**config.mk**
```make
export PLATFORM = sky130hd
export DESIGN_NAME = lsdk_rem_unit
export DESIGN_NICKNAME = d
export VERILOG_FILES = /design/src/sv/lsdk_pkg.sv /design/src/sv/lsdk_rem_unit.sv
export SDC_FILE = /design/constraint.sdc
export NUM_CORES = 1
export LEC_CHECK = 0
export ABC_AREA = 1
export BUFFER_PORTS_ARGS = -buffer_cell sky130_fd_sc_hd__buf_2
export CORE_MARGIN = 1
export CORE_UTILIZATION = 45
export CTS_BUF_LIST = sky130_fd_sc_hd__clkbuf_2
export CTS_CLUSTER_DIAMETER = 200
export DETAILED_ROUTE_END_ITERATION = 10
export PLACE_DENSITY = 0.69
export SYNTH_ARGS = -nofsm -noshare
export SYNTH_HDL_FRONTEND = slang
export SYNTH_SLANG_ARGS = --single-unit
```
**constraint.sdc**
```tcl
create_clock -name i_clk -period 3.1 [get_ports i_clk]
set_clock_uncertainty 0.05 [all_clocks]
set_input_delay 0.155 -clock i_clk [delete_from_list [all_inputs] [get_ports i_clk]]
set_output_delay 0.155 -clock i_clk [all_outputs]
set_load 0.01 [all_outputs]
```
**src/sv/lsdk_pkg.sv**
```systemverilog
// Package for the longest divisible-sum subarray block.
// Holds widths, limits, payload structs, the remainder unit's interface
// and the state machine types. No dependencies.
package lsdk_pkg;

    // Element and modulus widths
    localparam int ELEM_W = 32;
    localparam int SUM_W  = ELEM_W + 2;
    localparam int CNT_W  = $clog2(ELEM_W);
    localparam int MAX_K  = 1024;
    localparam int K_W    = $clog2(MAX_K) + 1;
    localparam int REM_W  = $clog2(MAX_K);

    // Sequence length limits
    localparam int MAX_LEN = 65536;
    localparam int LEN_W   = $clog2(MAX_LEN) + 1;
    localparam int POS_W   = $clog2(MAX_LEN);

    // First-seen table entry tag; tag 0 marks an entry as never written
    localparam int EPOCH_W = 8;

    // Input transfer payload
    typedef struct packed {
        logic signed [ELEM_W-1:0] element_value;
        logic                     last_element;
    } t_in_item;

    // Output transfer payload
    typedef struct packed {
        logic [LEN_W-1:0] best_length;
        logic [POS_W-1:0] position;
        logic             too_long;
        logic             end_of_sequence;
    } t_out_item;

    // Request into the serial remainder unit
    typedef struct packed {
        logic              start;
        logic [ELEM_W-1:0] magnitude;
        logic              negative;
        logic [K_W-1:0]    k;
    } t_rem_req;

    // Status back from the serial remainder unit
    typedef struct packed {
        logic             done;
        logic [REM_W-1:0] residue;
    } t_rem_status;

    // Remainder unit sequencer
    typedef enum logic [1:0] {
        REM_IDLE,
        REM_SHIFT,
        REM_FIX
    } t_rem_state;

    // Top-level sequencer
    typedef enum logic [2:0] {
        ST_IDLE,
        ST_CALC,
        ST_LOOK,
        ST_DONE,
        ST_CLEAR
    } t_state;

endpackage

```
**src/sv/lsdk_rem_unit.sv**
```systemverilog
// Bit-serial remainder unit: magnitude mod k one bit per cycle, then a
// sign fix that maps a negative value's remainder into 0..k-1.
// Depends on lsdk_pkg.
module lsdk_rem_unit (
    input  logic                 i_clk,
    input  logic                 i_rst_n,
    input  lsdk_pkg::t_rem_req   i_req,
    output lsdk_pkg::t_rem_status o_status
);
    import lsdk_pkg::*;

    t_rem_state        r_state, n_state;
    logic [ELEM_W-1:0] r_dvd, n_dvd;
    logic [REM_W-1:0]  r_rem, n_rem;
    logic [CNT_W-1:0]  r_cnt, n_cnt;
    logic              r_neg, n_neg;
    logic [K_W-1:0]    r_k, n_k;

    // Shared subtract/compare unit
    logic [K_W-1:0] sub_a, sub_b, sub_diff;
    logic           sub_ge;
    logic [K_W-1:0] rem_sh;

    assign rem_sh   = {r_rem, r_dvd[ELEM_W-1]};
    assign sub_diff = sub_a - sub_b;
    assign sub_ge   = (sub_a >= sub_b);

    // Next state
    always_comb begin
        n_state = r_state;
        case (r_state)
            REM_IDLE:  if (i_req.start) n_state = REM_SHIFT;
            REM_SHIFT: if (r_cnt == CNT_W'(ELEM_W - 1)) n_state = REM_FIX;
            REM_FIX:   n_state = REM_IDLE;
            default:   n_state = REM_IDLE;
        endcase
    end

    // Datapath control and outputs
    always_comb begin
        sub_a            = rem_sh;
        sub_b            = r_k;
        n_dvd            = r_dvd;
        n_rem            = r_rem;
        n_cnt            = r_cnt;
        n_neg            = r_neg;
        n_k              = r_k;
        o_status.done    = 1'b0;
        o_status.residue = r_rem;
        case (r_state)
            REM_IDLE: begin
                if (i_req.start) begin
                    n_dvd = i_req.magnitude;
                    n_rem = '0;
                    n_cnt = '0;
                    n_neg = i_req.negative;
                    n_k   = i_req.k;
                end
            end
            REM_SHIFT: begin
                // restoring step: shift in next bit, subtract k when it fits
                n_dvd = {r_dvd[ELEM_W-2:0], 1'b0};
                n_rem = sub_ge ? sub_diff[REM_W-1:0] : rem_sh[REM_W-1:0];
                n_cnt = r_cnt + 1'b1;
            end
            REM_FIX: begin
                // negative value: k - rem unless rem is zero
                sub_a         = r_k;
                sub_b         = {1'b0, r_rem};
                o_status.done = 1'b1;
                if (r_neg && (r_rem != '0)) begin
                    o_status.residue = sub_diff[REM_W-1:0];
                end
            end
            default: begin
            end
        endcase
    end

    always_ff @(posedge i_clk) begin
        if (!i_rst_n) begin
            r_state <= REM_IDLE;
        end else begin
            r_state <= n_state;
        end
        r_dvd <= n_dvd;
        r_rem <= n_rem;
        r_cnt <= n_cnt;
        r_neg <= n_neg;
        r_k   <= n_k;
    end

endmodule

```
==> metrics.txt <==
dominant synthesized flop cell edfxtp_1; status complete, no violations; Fin. Hold Viols 0; CP top delay family simple AND/OR/NAND/NOR gates; worst-path cell chain inv_2 -> nor2_4 -> buf_6 -> clkbuf_16 -> o21ai_0 -> ha_1 -> nand2_2 -> nor2_2 -> nand2_1 -> nand3_2 -> xor2_2 -> nand2_1 -> o21ai_1 -> buf_2; layout cells sized above 1 24.0%; CTS tree built; crit path kind reg -> out; clk_lat worst skew 530 ps; first-pass GRT wire length 13.9 mm; Register Area 0.00181 sq mm; Starting Density 47.5%; Ports 58; initial antenna violation count 0; Slew Viols, Final 0; Synth top area share 50.6%; synth top area cells edfxtp_1, nand2_1, inv_1, ha_1, o21ai_0; crit path time final 3000 ps; WP buf/inv 4; global route overflow 0; Max IR drop VDD 0.000312 V; Clock transition at path regs 210 ps; Pre-Repair DR Iteration Count 6; worst hold-check path type in -> reg; Ant. Diodes 0; Clock Sinks 61; fmax 333 MHz; Synthesis Warnings 0; Die Height 90.2 um; Port-buffer cells 57; Post-synth top cells nand2_1, edfxtp_1, inv_1; Max clock buf depth 2; via count 3,183; final count of negative-setup-slack endpoints 0; Yosys top cell by area edfxtp_1; Pleak 0.00227 uW; Starting DRT DRC Count 199; Routed WL 8.60 mm; Critical-path top delay cell ha_1; GRT Resource Usage Total 21.7%; gpl congestion 0.879; sequential area share after synthesis 51.8%; largest fanout on the critical path 10; final cell count without fillers 658; Distinct cells, synth 28; Final ANT Viol Nets 0; critical path endpoint category output pin; nature of the critical path startpoint flop; CTS Buf Count 9; syn_area_per_cell 8.12 sq um; Syn Nets 492; worst endpoint required time 2890 ps; Yosys reg bits 61; die area 0.00814 sq mm; CORE AREA 0.00737 sq mm; Post-synth EDFFs 59; pre-CTS setup slack 447 ps; most numerous cell in the Yosys netlist nand2_1; Via density 4.84; crit path DAT 2800 ps; Mapped Cells 431; area grow syn2layout 36.8%; Multi-input gate area 0.00155 sq mm; largest net degree at the start of global routing 48; worst slew pin tran 598 ps; Final period util 96.9%; RSZ-0062 raised after global routing yes; worst setup margin 96.5 ps; Final Util 65.0%; vias in the first global route 2,985; Crit path top cell by count nand2_1; DRC viols 0; Post-Syn Area 0.00350 sq mm; H-Tree Depth 3; power per standard cell area 505 mW/mm^2; max cap viols 0; Final #Nets 615; root buffer cell clkbuf_2; fill cell count 627; Avg WL per Cell 13.1 um; CP max stage delay 420 ps; Slew Limit Headroom 60.2%; FP Rows 31; Die X-Extent 90.2 um; Async SR Flop Fraction 0%; post-DP HPWL 5.29 mm; Post-Place Cells 578
-- area by class of cell --
class / instances / share of cell area [%]
clock buffer: 9 / 0.941
clock inverter: 7 / 2.56
inverter: 46 / 3.61
timing repair buffer: 125 / 20.2
sequential: 61 / 37.9
multi-input combinational: 311 / 32.3
tap: 99 / 2.59
-- cells by family after synthesis --
logic type | Yosys count | synth area share, %
flip-flops | 61 | 51.8
XOR/XNOR | 4 | 1.00
AO/OA/AOI/OAI | 37 | 5.47
adder cells (fa/ha/maj) | 14 | 5.22
buffers and inverters | 59 | 6.83
multiplexers | 1 | 0.286
AND/OR/NAND/NOR | 255 | 29.4
-- worst paths after layout --
kind / from / end / slack, ps / cells past startpoint
max: r_state[1] / o_status[5] / 100 / 14
min: i_req[44] / r_k[8] / 110 / 4
max reg2reg: r_state[1] / r_rem[9] / 340 / 16
min reg2reg: r_dvd[5] / r_dvd[6] / 480 / 2
-- where the power goes --
part	internal (uW)	switching [uW]	total, uW
clock	353	335	688
sequential	1020	37.5	1060
combinational	271	397	668
-- cells in the final DEF, fill, tap and decap left out, types with 8 or more instances in the layout --
cell type      count
ha_1               9
inv_1             43
nand2_1          180
edfxtp_1          59
dlygate4sd3_1     46
o21ai_0           18
buf_2             57
buf_4             17
nand2_2            8
o21ai_1           10
nor2_1            34
nand3_1           10
clkbuf_2           9
-- stage by stage --
| stage | power [uW] | hold WS, ps | TNS [ps] | cell area, sq um |
|---|---|---|---|---|
| after floorplan | 1460 | 204 | 0 | 3500 |
| after global placement | 1610 | 281 | 0 | 3880 |
| after detailed placement | 1610 | 283 | 0 | 3880 |
| after CTS | 2350 | 90.3 | 0 | 4520 |
| after global routing | 2550 | 108 | -267 | 4790 |
| final | 2420 | 108 | 0 | 4790 |
-- flip-flops by register name, indices dropped and copies added, names as in the netlist --
| name | flops |
|---|---|
| r_dvd | 32 |
| r_k | 11 |
| r_rem | 10 |
| r_cnt | 5 |
| r_state | 2 |
| r_neg | 1 |
-- tightest hold or removal path: cells and delay by family --
family | cells | cell delay, ps
buffers and inverters | 3 | 320
AND/OR/NAND/NOR | 1 | 40
-- metal layers --
layer,track usage (%),routed length [um]
met5,0,0
met2,35.7,4090
met3,3.64,411
met1,28.5,3970
met4,8.74,125
-- repair_timing --
item / CTS / global route
pin swaps: 0 / 20
setup buffers: 0 / 16
resized for setup: 4 / 41
setup endpoints to repair: 5 / 7
hold buffers: 46 / 0
gates cloned: 0 / 2
endpoints found under the hold margin: 46 / 0
Power figures use the tool's default switching activity.
